### config.mk
export PLATFORM = sky130hd
export DESIGN_NAME = scfl_useq
export DESIGN_NICKNAME = d
export VERILOG_FILES = /design/src/rtl/core/scfl_pkg.sv /design/src/rtl/core/scfl_useq.sv
export SDC_FILE = /design/constraint.sdc
export NUM_CORES = 1
export LEC_CHECK = 0
export ABC_AREA = 1
export BUFFER_PORTS_ARGS = -buffer_cell sky130_fd_sc_hd__buf_2
export CAP_MARGIN = 30
export CORE_AREA = 8 8 45 47
export CTS_CLUSTER_DIAMETER = 30
export CTS_CLUSTER_SIZE = 28
export DETAILED_ROUTE_END_ITERATION = 10
export DIE_AREA = 0 0 53 55
export PLACE_DENSITY = 0.67
export REMOVE_ABC_BUFFERS = 1
export SLEW_MARGIN = 25
export SYNTH_ARGS = -nofsm -noshare
export SYNTH_HDL_FRONTEND = slang
export SYNTH_SLANG_ARGS = --single-unit
export TNS_END_PERCENT = 10
### constraint.sdc
create_clock -name clk -period 2 [get_ports clk]
set_clock_uncertainty 0.2 [all_clocks]
set_input_delay 0.3 -clock clk [delete_from_list [all_inputs] [get_ports clk]]
set_output_delay 0.3 -clock clk [all_outputs]
set_load 0.01 [all_outputs]
### src/rtl/core/scfl_pkg.sv
// shared types, constants, size rounding and microcode program of the size class allocator
`default_nettype none
package scfl_pkg;

    localparam int ADDR_W      = 14;
    localparam int SIZE_W      = 15;
    localparam int LEN_W       = 15;
    localparam int RSIZE_W     = 16;
    localparam int NUM_CLASSES = 5;
    localparam int CLS_W       = 3;
    localparam int STEP_W      = 4;

    localparam logic [RSIZE_W-1:0] CLASS_SIZE [NUM_CLASSES] = '{
        16'd16, 16'd80, 16'd140, 16'd280, 16'd560
    };

    typedef enum logic [1:0] {
        OP_ALLOC   = 2'd0,
        OP_FREE    = 2'd1,
        OP_REALLOC = 2'd2
    } op_t;

    typedef enum logic [1:0] {
        ST_DONE   = 2'd0,
        ST_OOM    = 2'd1,
        ST_WASTED = 2'd2,
        ST_KEPT   = 2'd3
    } status_t;

    // one header word: link to the next free header and the block length
    typedef struct packed {
        logic [ADDR_W-1:0] next;
        logic [LEN_W-1:0]  len;
    } hdr_word_t;

    typedef struct packed {
        logic             hit;
        logic [CLS_W-1:0] idx;
    } cls_match_t;

    typedef logic [STEP_W-1:0] step_t;

    typedef enum logic [3:0] {
        ACT_IDLE,
        ACT_MOD_Q,
        ACT_MOD_P,
        ACT_MOD_R,
        ACT_RD_HDR,
        ACT_FREE,
        ACT_ROUND,
        ACT_ALLOC,
        ACT_POP,
        ACT_DONE
    } act_t;

    typedef enum logic [1:0] {
        BR_NEXT,
        BR_DISPATCH,
        BR_JUMP_IF,
        BR_WAIT_IF
    } br_t;

    typedef struct packed {
        act_t  act;
        br_t   br;
        step_t target;
    } ctrl_t;

    // status from the datapath back to the sequencer
    typedef struct packed {
        logic start;
        op_t  op;
        logic flag;
    } seq_status_t;

    localparam step_t STEP_IDLE   = 4'd0;
    localparam step_t STEP_MOD_Q  = 4'd1;
    localparam step_t STEP_MOD_P  = 4'd2;
    localparam step_t STEP_MOD_R  = 4'd3;
    localparam step_t STEP_RD_HDR = 4'd4;
    localparam step_t STEP_FREE   = 4'd5;
    localparam step_t STEP_ROUND  = 4'd6;
    localparam step_t STEP_ALLOC  = 4'd7;
    localparam step_t STEP_POP    = 4'd8;
    localparam step_t STEP_DONE   = 4'd9;

    function automatic ctrl_t ucode(input step_t step);
        ctrl_t w;
        case (step)
            STEP_IDLE:   w = '{act: ACT_IDLE,   br: BR_DISPATCH, target: STEP_IDLE};
            STEP_MOD_Q:  w = '{act: ACT_MOD_Q,  br: BR_NEXT,     target: STEP_IDLE};
            STEP_MOD_P:  w = '{act: ACT_MOD_P,  br: BR_NEXT,     target: STEP_IDLE};
            STEP_MOD_R:  w = '{act: ACT_MOD_R,  br: BR_NEXT,     target: STEP_IDLE};
            STEP_RD_HDR: w = '{act: ACT_RD_HDR, br: BR_NEXT,     target: STEP_IDLE};
            STEP_FREE:   w = '{act: ACT_FREE,   br: BR_JUMP_IF,  target: STEP_DONE};
            STEP_ROUND:  w = '{act: ACT_ROUND,  br: BR_NEXT,     target: STEP_IDLE};
            STEP_ALLOC:  w = '{act: ACT_ALLOC,  br: BR_JUMP_IF,  target: STEP_DONE};
            STEP_POP:    w = '{act: ACT_POP,    br: BR_NEXT,     target: STEP_IDLE};
            STEP_DONE:   w = '{act: ACT_DONE,   br: BR_WAIT_IF,  target: STEP_IDLE};
            default:     w = '{act: ACT_IDLE,   br: BR_DISPATCH, target: STEP_IDLE};
        endcase
        return w;
    endfunction

    function automatic logic [RSIZE_W-1:0] round_size(input logic [SIZE_W-1:0] size);
        logic [RSIZE_W-1:0] s;
        s = (RSIZE_W'(size) + RSIZE_W'(3)) & ~RSIZE_W'(3);
        for (int c = NUM_CLASSES - 1; c >= 0; c--)
        begin
            if (RSIZE_W'(size) < CLASS_SIZE[c])
            begin
                s = CLASS_SIZE[c];
            end
        end
        return s;
    endfunction

    function automatic cls_match_t class_of(input logic [RSIZE_W-1:0] len);
        cls_match_t m;
        m = '0;
        for (int c = 0; c < NUM_CLASSES; c++)
        begin
            if (len == CLASS_SIZE[c])
            begin
                m.hit = 1'b1;
                m.idx = CLS_W'(c);
            end
        end
        return m;
    endfunction

endpackage
`default_nettype wire

### src/rtl/core/scfl_useq.sv
// microcode sequencer: step counter, control store and branch logic
`default_nettype none
module scfl_useq (
    input  wire logic                  clk,
    input  wire logic                  rst_n,
    input  wire scfl_pkg::seq_status_t stat,
    output scfl_pkg::ctrl_t            ctrl
);

    scfl_pkg::step_t step_reg;
    scfl_pkg::step_t step_next;

    assign ctrl = scfl_pkg::ucode(step_reg);

    always_comb
    begin
        step_next = step_reg;
        case (ctrl.br)
            scfl_pkg::BR_NEXT:
            begin
                step_next = step_reg + scfl_pkg::STEP_W'(1);
            end
            scfl_pkg::BR_DISPATCH:
            begin
                if (stat.start)
                begin
                    case (stat.op)
                        scfl_pkg::OP_ALLOC:   step_next = scfl_pkg::STEP_ROUND;
                        scfl_pkg::OP_FREE:    step_next = scfl_pkg::STEP_MOD_Q;
                        scfl_pkg::OP_REALLOC: step_next = scfl_pkg::STEP_MOD_Q;
                        default:              step_next = scfl_pkg::STEP_DONE;
                    endcase
                end
            end
            scfl_pkg::BR_JUMP_IF:
            begin
                step_next = stat.flag ? ctrl.target : step_reg + scfl_pkg::STEP_W'(1);
            end
            scfl_pkg::BR_WAIT_IF:
            begin
                step_next = stat.flag ? ctrl.target : step_reg;
            end
            default:
            begin
                step_next = scfl_pkg::STEP_IDLE;
            end
        endcase
    end

    always_ff @(posedge clk or negedge rst_n)
    begin
        if (!rst_n)
        begin
            step_reg <= scfl_pkg::STEP_IDLE;
        end
        else
        begin
            step_reg <= step_next;
        end
    end

endmodule
`default_nettype wire

==> results.yml, run 1 <==
worst_setup_path:
  max_stage_delay_ps: 450
  slowest_stage: "dfrtp_2"
  crit_required_ps: 1500
  reg2reg_slack_ps: 310
  worstPathArrival_ps: 1380
  start_kind: "register"
  crit_type: "reg2out"
  worstPathCellList: "inv_2 -> ha_1 -> nand3_1 -> nand2_4 -> inv_4 -> buf_2"
  r2r-end: "step_reg[2]"
  reg2regPathDepth: 10
  cp-end-kind: "output port"
  path_max_fanout: 7
  worstReg2RegStart: "step_reg[0]"
cts:
  clkLatencyLatePin_ps: 230
  cts_buffer_depth: 2
  clk_pin_slew_ps: 40
  root_buffer: "clkbuf_4"
  clock-sinks: 4
  cts-buffers-inserted: 3
  htreeDepth: 1
  cts_tree: "built"
timing:
  min_period_over_period_pct: 94.2
  setup_tns_ps: 0
  rsz0062_at_grt: "false"
  slew_violations: 0
  setup_viol: 0
  hold_viol_final: 0
  fmax_mhz: 531
  fin_crit_ps: 1880
min_path:
  hp-class: "in2async"
run:
  maxCapViolCount: 0
power:
  power_mw: 1.10
  power.density_mw_per_mm2: 1770
  p_leak_nw: 0.365
  peakVddDrop_mv: 0.565
global_routing:
  use_met1_pct: 9.47
  use_met3_pct: 1.87
  grt.busiest_layer: "met2"
  grt_pass1_wl_um: 1780
  grt_max_degree: 10
  grt_pass1_vias: 432
  met2_usage_pct: 13.1
  grt-ovfl-total: 0
  gr-usage-all-layers_pct: 8.26
  antenna_found_initial: 0
placement:
  io_buffers: 13
  finalWeightedCongestion: 0.782
  dpl.cell_count: 106
  place_area_sq_um: 572
  hpwlAfterDp_um: 899
detailed_routing:
  first_pass_iters: 4
  post_drt_wl_per_cell_um: 10.0
  vias_per_cell: 4.60
  drtIter0Drc: 6
  drtAntennaViolNets: 0
  num_vias: 515
  wl_um: 1120
  drc: 0
cells_and_area:
  postLayoutCellArea_sq_um: 621
  final_cell_count_no_fill: 112
  n_antenna_cell: 0
  drive_gt1_share_pct: 37.5
  utilization_pct: 44.8
  nets: 107
  fill_cells: 140
  synthToLayoutAreaGrowth_pct: 20.1
  largest_reg_flops: 4
logic_synthesis:
  avgSynthCellArea_sq_um: 6.46
  yosysSeqAreaShare_pct: 19.4
  ys_warn_count: 0
  ys_ff_latch: 4
  synth.distinct_cells: 22
  syn_inst: 80
  syn_area_sq_um: 517
die:
  start_util_pct: 37.3
  pin_count: 16
  row_count: 14
  die_h_um: 55
  core_region_area_sq_mm: 0.00138
  die_x_um: 53
  die-area_sq_mm: 0.00292
run_status:
  status: "completed"
[worst max-delay path, delay by kind of cell (launching register included)]
kind / cells / cell delay, ps
DFF: 1 / 450
buffers and inverters: 3 / 270
and+or+nand+nor: 2 / 260
adders and majority gates: 1 / 180
[cells in the mapped netlist]
master / count / area [sq um]
buf_6: 1 / 11.3
nand2_2: 3 / 18.8
inv_1: 7 / 26.3
conb_1: 1 / 3.75
nand2_1: 22 / 82.6
nor2_4: 2 / 22.5
nor2_2: 1 / 6.26
xor2_1: 1 / 8.76
nor2_1: 10 / 37.5
nor3_1: 1 / 5.00
o21ai_0: 2 / 10.0
nand3_1: 7 / 35.0
nand4_1: 1 / 6.26
dfrtp_1: 4 / 100
nand3_2: 2 / 20.0
buf_4: 3 / 22.5
inv_2: 2 / 7.51
inv_4: 1 / 6.26
nand2_4: 3 / 33.8
o21ai_1: 2 / 10.0
clkinv_2: 1 / 5.00
ha_1: 3 / 37.5
[kinds of logic after synthesis]
| family | after synthesis | share of synthesized area [%] |
|---|---|---|
| XOR/XNOR | 1 | 1.70 |
| flip-flops | 4 | 19.4 |
| AND/OR/NAND/NOR | 52 | 51.8 |
| adder cells (fa/ha/maj) | 3 | 7.26 |
| AO/OA/AOI/OAI | 4 | 3.87 |
| other | 1 | 0.726 |
| buffers and inverters | 15 | 15.3 |
[area by class of cell]
class	instances	area, sq um	area share (%)
Inverter	11	45.0	7.26
Timing Repair Buffer	16	90.1	14.5
Clock buffer	3	22.5	3.63
Tap cell	16	20.0	3.23
Multi-Input combinational cell	62	342	55.0
Sequential cell	4	101	16.3
[report_power, final]
group	switching [mW]	total, mW	internal, mW
Combinational	0.484	0.805	0.321
Clock	0.0289	0.0957	0.0668
Sequential	0.0709	0.196	0.125
Total	0.584	1.10	0.513
[worst max-delay path by stage]
stage | from | end
floorplan | step_reg[0] | step_reg[3]
global placement | step_reg[1] | ctrl[4]
detailed placement | step_reg[0] | ctrl[4]
CTS | step_reg[0] | ctrl[4]
global route | step_reg[0] | ctrl[4]
finish | step_reg[0] | ctrl[4]
[repair_timing]
action                                 CTS  global route
hold buffers                             1             0
endpoints found under the hold margin    4             0
setup endpoints to repair                0             1
setup buffers                            0             2
resized for setup                        0             3
[placed cells by master, fill, tap and decap left out, drive strengths merged]
master       instances
dlygate4sd3          1
xor2                 1
buf                 15
nand4                1
inv                 10
nor2                13
nor3                 1
ha                   3
clkinv               1
nand2               28
dfrtp                4
nand3                9
clkbuf               3
conb                 2
o21ai                4
[metrics by stage]
stage	setup WS, ps	hold slack [ps]
after floorplan	398	-196
after global placement	293	-93.6
after detailed placement	280	-92.8
after CTS	31.9	196
after global routing	40.9	219
final	116	205
[layer usage]
layer,vias to the layer above,wire (um)
li1,275,-
met5,-,0
met2,12,528
met4,0,19
met3,2,73
met1,226,500
(Power assumes the default switching activity.)
==> inputs of run 2 (changes only) <==
--- a/config.mk
+++ b/config.mk
@@ -8,12 +8,15 @@
 export ABC_AREA = 1
 export BUFFER_PORTS_ARGS = -buffer_cell sky130_fd_sc_hd__buf_2
 export CAP_MARGIN = 30
-export CORE_AREA = 8 8 45 47
+export CELL_PAD_IN_SITES_DETAIL_PLACEMENT = 1
+export CELL_PAD_IN_SITES_GLOBAL_PLACEMENT = 2
+export CORE_ASPECT_RATIO = 1.25
+export CORE_MARGIN = 8
+export CORE_UTILIZATION = 25
 export CTS_CLUSTER_DIAMETER = 30
 export CTS_CLUSTER_SIZE = 28
 export DETAILED_ROUTE_END_ITERATION = 10
-export DIE_AREA = 0 0 53 55
-export PLACE_DENSITY = 0.67
+export PLACE_DENSITY = 0.8
 export REMOVE_ABC_BUFFERS = 1
 export SLEW_MARGIN = 25
 export SYNTH_ARGS = -nofsm -noshare
==> run 2 against run 1 <==
Against the previous run:
- worst hold slack improved by 4.7 ps
- wire length is 18% higher
- register-to-register slack about the same
- setup slack lost 52 ps
- global-route usage fell by 0.87 points
- sequential cell count is the same
- via count increased by 0.19%
- design area is 1.6% lower
- clock-buffer cell count unchanged
- fmax down 2.7%
- final cell count rose by 1.8%
- critical endpoint unchanged
==> results.yml, run 2 (synthesized netlist as in run 1, its figures left out) <==
timing:
  hold_viol_final: 0
  fin_crit_ps: 1940
  fmax_mhz: 517
  slew_violations: 0
  setup_viol: 0
  rsz0062_at_grt: "false"
  min_period_over_period_pct: 96.8
  setup_tns_ps: 0
placement:
  dpl.cell_count: 110
  hpwlAfterDp_um: 1100
  io_buffers: 13
  finalWeightedCongestion: 0.739
worst_setup_path:
  crit_type: "reg2out"
  path_max_fanout: 7
  worstPathArrival_ps: 1440
  start_kind: "register"
  critPathBufInv: 3
  cpLargestDelayFamily: "flip-flops"
  crit_required_ps: 1500
  worstPathCellList: "inv_2 -> ha_1 -> nand3_1 -> nand2_4 -> inv_4 -> buf_2"
  reg2reg_slack_ps: 320
  max_stage_delay_ps: 440
  cp-end-kind: "output port"
  slowest_stage: "dfrtp_2"
power:
  peakVddDrop_mv: 0.404
  p_clk_share_pct: 9.4
  seqPwrFrac_pct: 18.2
  power.density_mw_per_mm2: 1760
  sw_frac_of_total_pct: 56.0
  internal_power_mw: 0.471
  share_comb_of_total_power_pct: 72.5
  p_leak_nw: 0.355
  p_switching_mw: 0.601
cts:
  cts_buffer_depth: 2
  root_buffer: "clkbuf_4"
  clk_pin_slew_ps: 40
  clkLatencyLatePin_ps: 240
  cts-buffers-inserted: 3
  cts_setup_buffers: 0
  cts_tree: "built"
  htreeDepth: 1
  clock-sinks: 4
detailed_routing:
  drtIter0Drc: 10
  post_drt_wl_per_cell_um: 11.7
  drtAntennaViolNets: 0
  wl_um: 1330
  first_pass_iters: 4
  vias_per_cell: 4.53
  drc: 0
  num_vias: 516
die:
  start_util_pct: 26.4
  core_region_area_sq_mm: 0.00196
  die-area_sq_mm: 0.00379
  die_h_um: 66.8
  die_x_um: 56.7
  pin_count: 16
  row_count: 18
run:
  maxCapViolCount: 0
cells_and_area:
  nets: 105
  fill_cells: 269
  multiInputGateArea_sq_um: 342
  layout_common_cells: "nand2_1 (22), buf_2 (13), nor2_1 (10), nand3_1 (7), inv_1 (5)"
  n_antenna_cell: 0
  synthToLayoutAreaGrowth_pct: 18.2
  largest_reg_flops: 4
  regArea_sq_um: 101
  layout_commonest_cell: "nand2_1"
  final_cell_count_no_fill: 114
  drive_gt1_share_pct: 36.2
  utilization_pct: 31.2
global_routing:
  antenna_found_initial: 0
  grt_pass1_vias: 539
  grt-ovfl-total: 0
  grt_max_degree: 10
  grt_pass1_wl_um: 2270
  gr-usage-all-layers_pct: 7.39
min_path:
  hp-class: "in2async"
run_status:
  status: "completed"
[run 2: changes by cell type in the layout (fill, tap and decap cells not counted), sizes merged]
cell,previous run,this run
buf,15,13
[run 2: power by group through the flow]
stage	Clock [mW]	Sequential [mW]	Combinational [mW]
after floorplan	0	0.175	0.589
after global placement	0	0.191	0.783
after detailed placement	0	0.190	0.791
after CTS	0.103	0.193	0.799
after global routing	0.105	0.203	0.898
final	0.101	0.195	0.777
[run 2: repair_timing]
| item | 4_1_cts | 5_1_grt |
|---|---|---|
| hold buffers | 1 | 0 |
| gates resized for setup | 2 | 1 |
| setup endpoints to repair | 1 | 1 |
| endpoints found under the hold margin | 4 | 0 |
| pin swaps | 0 | 0 |
[run 2: final cells by class]
type                    count  share of cell area, %
inverters                  11                   7.38
flip-flops and latches      4                   16.6
multi-input cells          62                   55.9
well taps                  20                   4.10
clock buffers               3                   3.69
repair buffers             14                   12.3
[run 2: path summary, 6_finish.rpt]
path                             start           to  depth (start not counted)
max in group asynchronous        rst_n  step_reg[0]                          2
min reg2reg                step_reg[0]  step_reg[0]                          2
min in group clk               stat[1]  step_reg[0]                          7
max reg2reg                step_reg[0]  step_reg[3]                         11
max                        step_reg[0]      ctrl[4]                          6
min                              rst_n  step_reg[3]                          2
[run 2: metrics by stage]
step	total power, mW	setup WS (ps)	hold WS, ps	area, sq um
after detailed placement	0.981	214	-95.0	577
after global placement	0.974	240	-95.5	577
after floorplan	0.764	398	-196	487
after global routing	1.21	1.72	216	611
final	1.07	64.0	209	611
after CTS	1.10	30.4	201	609
[run 2: metal layers]
metal | wire [um] | global-route usage [%] | vias to the layer above
met5 | 0 | 0 | -
met4 | 21 | 4.52 | 0
met3 | 76 | 2.09 | 3
met2 | 688 | 13.3 | 13
met1 | 542 | 7.33 | 229
li1 | - | - | 271
==> inputs of run 3 (changes only) <==
--- a/config.mk
+++ b/config.mk
@@ -5,18 +5,16 @@
 export SDC_FILE = /design/constraint.sdc
 export NUM_CORES = 1
 export LEC_CHECK = 0
-export ABC_AREA = 1
 export BUFFER_PORTS_ARGS = -buffer_cell sky130_fd_sc_hd__buf_2
 export CAP_MARGIN = 30
-export CELL_PAD_IN_SITES_DETAIL_PLACEMENT = 1
-export CELL_PAD_IN_SITES_GLOBAL_PLACEMENT = 2
-export CORE_ASPECT_RATIO = 1.25
+export CELL_PAD_IN_SITES_DETAIL_PLACEMENT = 0
+export CELL_PAD_IN_SITES_GLOBAL_PLACEMENT = 1
 export CORE_MARGIN = 8
-export CORE_UTILIZATION = 25
+export CORE_UTILIZATION = 36
 export CTS_CLUSTER_DIAMETER = 30
 export CTS_CLUSTER_SIZE = 28
 export DETAILED_ROUTE_END_ITERATION = 10
-export PLACE_DENSITY = 0.8
+export PLACE_DENSITY = 0.79
 export REMOVE_ABC_BUFFERS = 1
 export SLEW_MARGIN = 25
 export SYNTH_ARGS = -nofsm -noshare
==> run 3 against run 2 <==
Against the previous run:
- sequential power rose by 3%
- synthesized area rose by 4.6%
- worst hold slack got worse by 110 ps
- clock power barely moved
- global-route usage rose by 2.5 points
- critical endpoint is now ctrl[6]
- fmax fell by 1.5%
- sequential cell count did not move
- highest routed layer is now met3
==> results.yml, run 3 <==
run_status:
  status: "completed"
logic_synthesis:
  syn_area_sq_um: 541
  yosysTopAreaCellShare_pct: 18.5
  avgSynthCellArea_sq_um: 9.32
  ys_warn_count: 0
  synth_edf_count: 0
  synthSimpleGateAreaFrac_pct: 28.0
  ys_async_sr_fraction_pct: 100
  synth-main-ff-cell: "dfrtp_1"
  yosysTopAreaCell: "dfrtp_1"
  ys_top_cells_by_area: "dfrtp_1 (19%), ha_1 (6.9%), buf_6 (6.2%)"
  yosys.area_share.adder_pct: 6.94
  synth.distinct_cells: 37
  synthTopCellsByCount: "dfrtp_1 (4), nor2_1 (4)"
  yosysSeqAreaShare_pct: 18.5
  synth.area.mux_share_pct: 3.70
  synth_top_family_by_area: "simple AND/OR/NAND/NOR gates"
  synth_xor_xnor_area_share_pct: 4.63
  syn_inst: 58
  ys_ff_latch: 4
  synth_compound_area_share_pct: 23.4
die:
  die_x_um: 54.8
  die_h_um: 54.8
  start_util_pct: 37.2
  die-area_sq_mm: 0.00300
  core_region_area_sq_mm: 0.00145
  pin_count: 16
  row_count: 14
placement:
  hpwlAfterDp_um: 1050
  finalWeightedCongestion: 0.742
  io_buffers: 13
detailed_routing:
  drtAntennaViolNets: 0
  drtIter0Drc: 3
  vias_per_cell: 5.23
  first_pass_iters: 2
  post_drt_wl_per_cell_um: 15.4
  num_vias: 481
  drc: 0
  wl_um: 1410
cts:
  clk_pin_slew_ps: 40
  htreeDepth: 1
  clkLatencyLatePin_ps: 240
  cts_tree: "built"
  cts_buffer_depth: 2
  clock-sinks: 4
  cts-buffers-inserted: 3
  root_buffer: "clkbuf_4"
global_routing:
  grt_pass1_vias: 473
  grt-ovfl-total: 0
  antenna_found_initial: 0
  gr-usage-all-layers_pct: 9.87
  grt_max_degree: 12
  grt_pass1_wl_um: 2190
worst_setup_path:
  start_kind: "register"
  path_max_fanout: 6
  crit_type: "reg2out"
  cp-end-kind: "output port"
  worstPathArrival_ps: 1470
  crit_required_ps: 1500
power:
  peakVddDrop_mv: 0.695
  p_leak_nw: 0.327
  power.density_mw_per_mm2: 1820
  power_mw: 1.27
timing:
  hold_viol_final: 0
  slew_violations: 0
  fmax_mhz: 509
  setup_viol: 0
  fin_crit_ps: 1970
  min_period_over_period_pct: 98.3
  rsz0062_at_grt: "true"
run:
  maxCapViolCount: 0
cells_and_area:
  largest_reg_flops: 4
  nets: 87
  drive_gt1_share_pct: 52.6
  layout_common_cells: "buf_2 (13), buf_4 (7)"
  layout_commonest_cell: "buf_2"
  synthToLayoutAreaGrowth_pct: 29.4
  utilization_pct: 48.1
  n_antenna_cell: 0
min_path:
  hp-class: "in2reg"
run 3: cell types whose count changed in the layout (fill, tap and decap cells not counted), moves of 3 or more:
| cell | delta |
|---|---|
| a32oi_1 | +3 |
| nor2_1 | -7 |
| nand3_1 | -6 |
| nand2_4 | -3 |
| inv_1 | -4 |
| nand2_1 | -20 |
| nand2_2 | -3 |
| buf_4 | +7 |
run 3: cell families (layout without fill, tap and decap cells):
group	count (synthesis)	in the layout
flops	4	4
fa+ha+maj	3	3
xor+xnor	2	2
simple gates	20	20
mux	2	2
buf+inv	11	28
compound gates	15	15
other cells	1	2
run 3: repair_timing:
item	in CTS	in global routing
resized for setup	3	8
hold buffers	1	0
hold endpoints to repair	4	0
setup endpoints to repair	3	3
pin swaps	0	0
buffers inserted	1	3
cloned	0	0
run 3: layer usage:
layer / GRT usage, % / share of wire (%) / up-vias
li1: - / - / 241
met1: 11.6 / 41 / 230
met2: 16.2 / 52 / 10
met3: 4.89 / 6.6 / 0
met4: 1.23 / 0 / 0
met5: 0 / 0 / -
run 3: worst max-delay path, cell delays in order (launching register included):
cell and delay [ps]:
dfrtp_1 400, inv_2 110, ha_4 130, and3b_2 300
o21bai_1 140, buf_2 140
run 3: final timing paths:
kind	end	slack [ps]	start	depth (start not counted)
max in group asynchronous	step_reg[0]	1270	rst_n	2
hold reg to reg	step_reg[2]	550	step_reg[2]	2
setup / recovery	ctrl[6]	30	step_reg[1]	5
min in group asynchronous	step_reg[1]	190	rst_n	2
hold / removal	step_reg[2]	100	stat[0]	2
setup reg to reg	step_reg[3]	50	step_reg[1]	7
run 3: area by class of cell:
class                      instances  area (sq um)
fill                             145           754
multi-input combinational         44           413
timing repair buffer              21           128
sequential                         4           101
clock buffer                       3          22.5
tap                               16          20.0
inverter                           4          15.0
run 3: metrics by stage:
stage	std cells	hold slack (ps)	cell area (sq um)	setup slack, ps	setup TNS [ps]
global placement	84	-91.7	591	83.8	0
finish	92	97.8	699	34.4	0
CTS	89	94.7	636	-11.5	-11.5
floorplan	52	-196	483	135	0
detailed placement	84	-92.1	591	40.5	0
global route	92	95.9	699	-49.2	-111
run 3: report_power, final:
group	leakage (nW)	total, mW	internal (mW)	switching (mW)
sequential	0.0475	0.201	0.128	0.0733
combinational	0.266	0.967	0.480	0.486
clock	0.0138	0.103	0.0673	0.0359
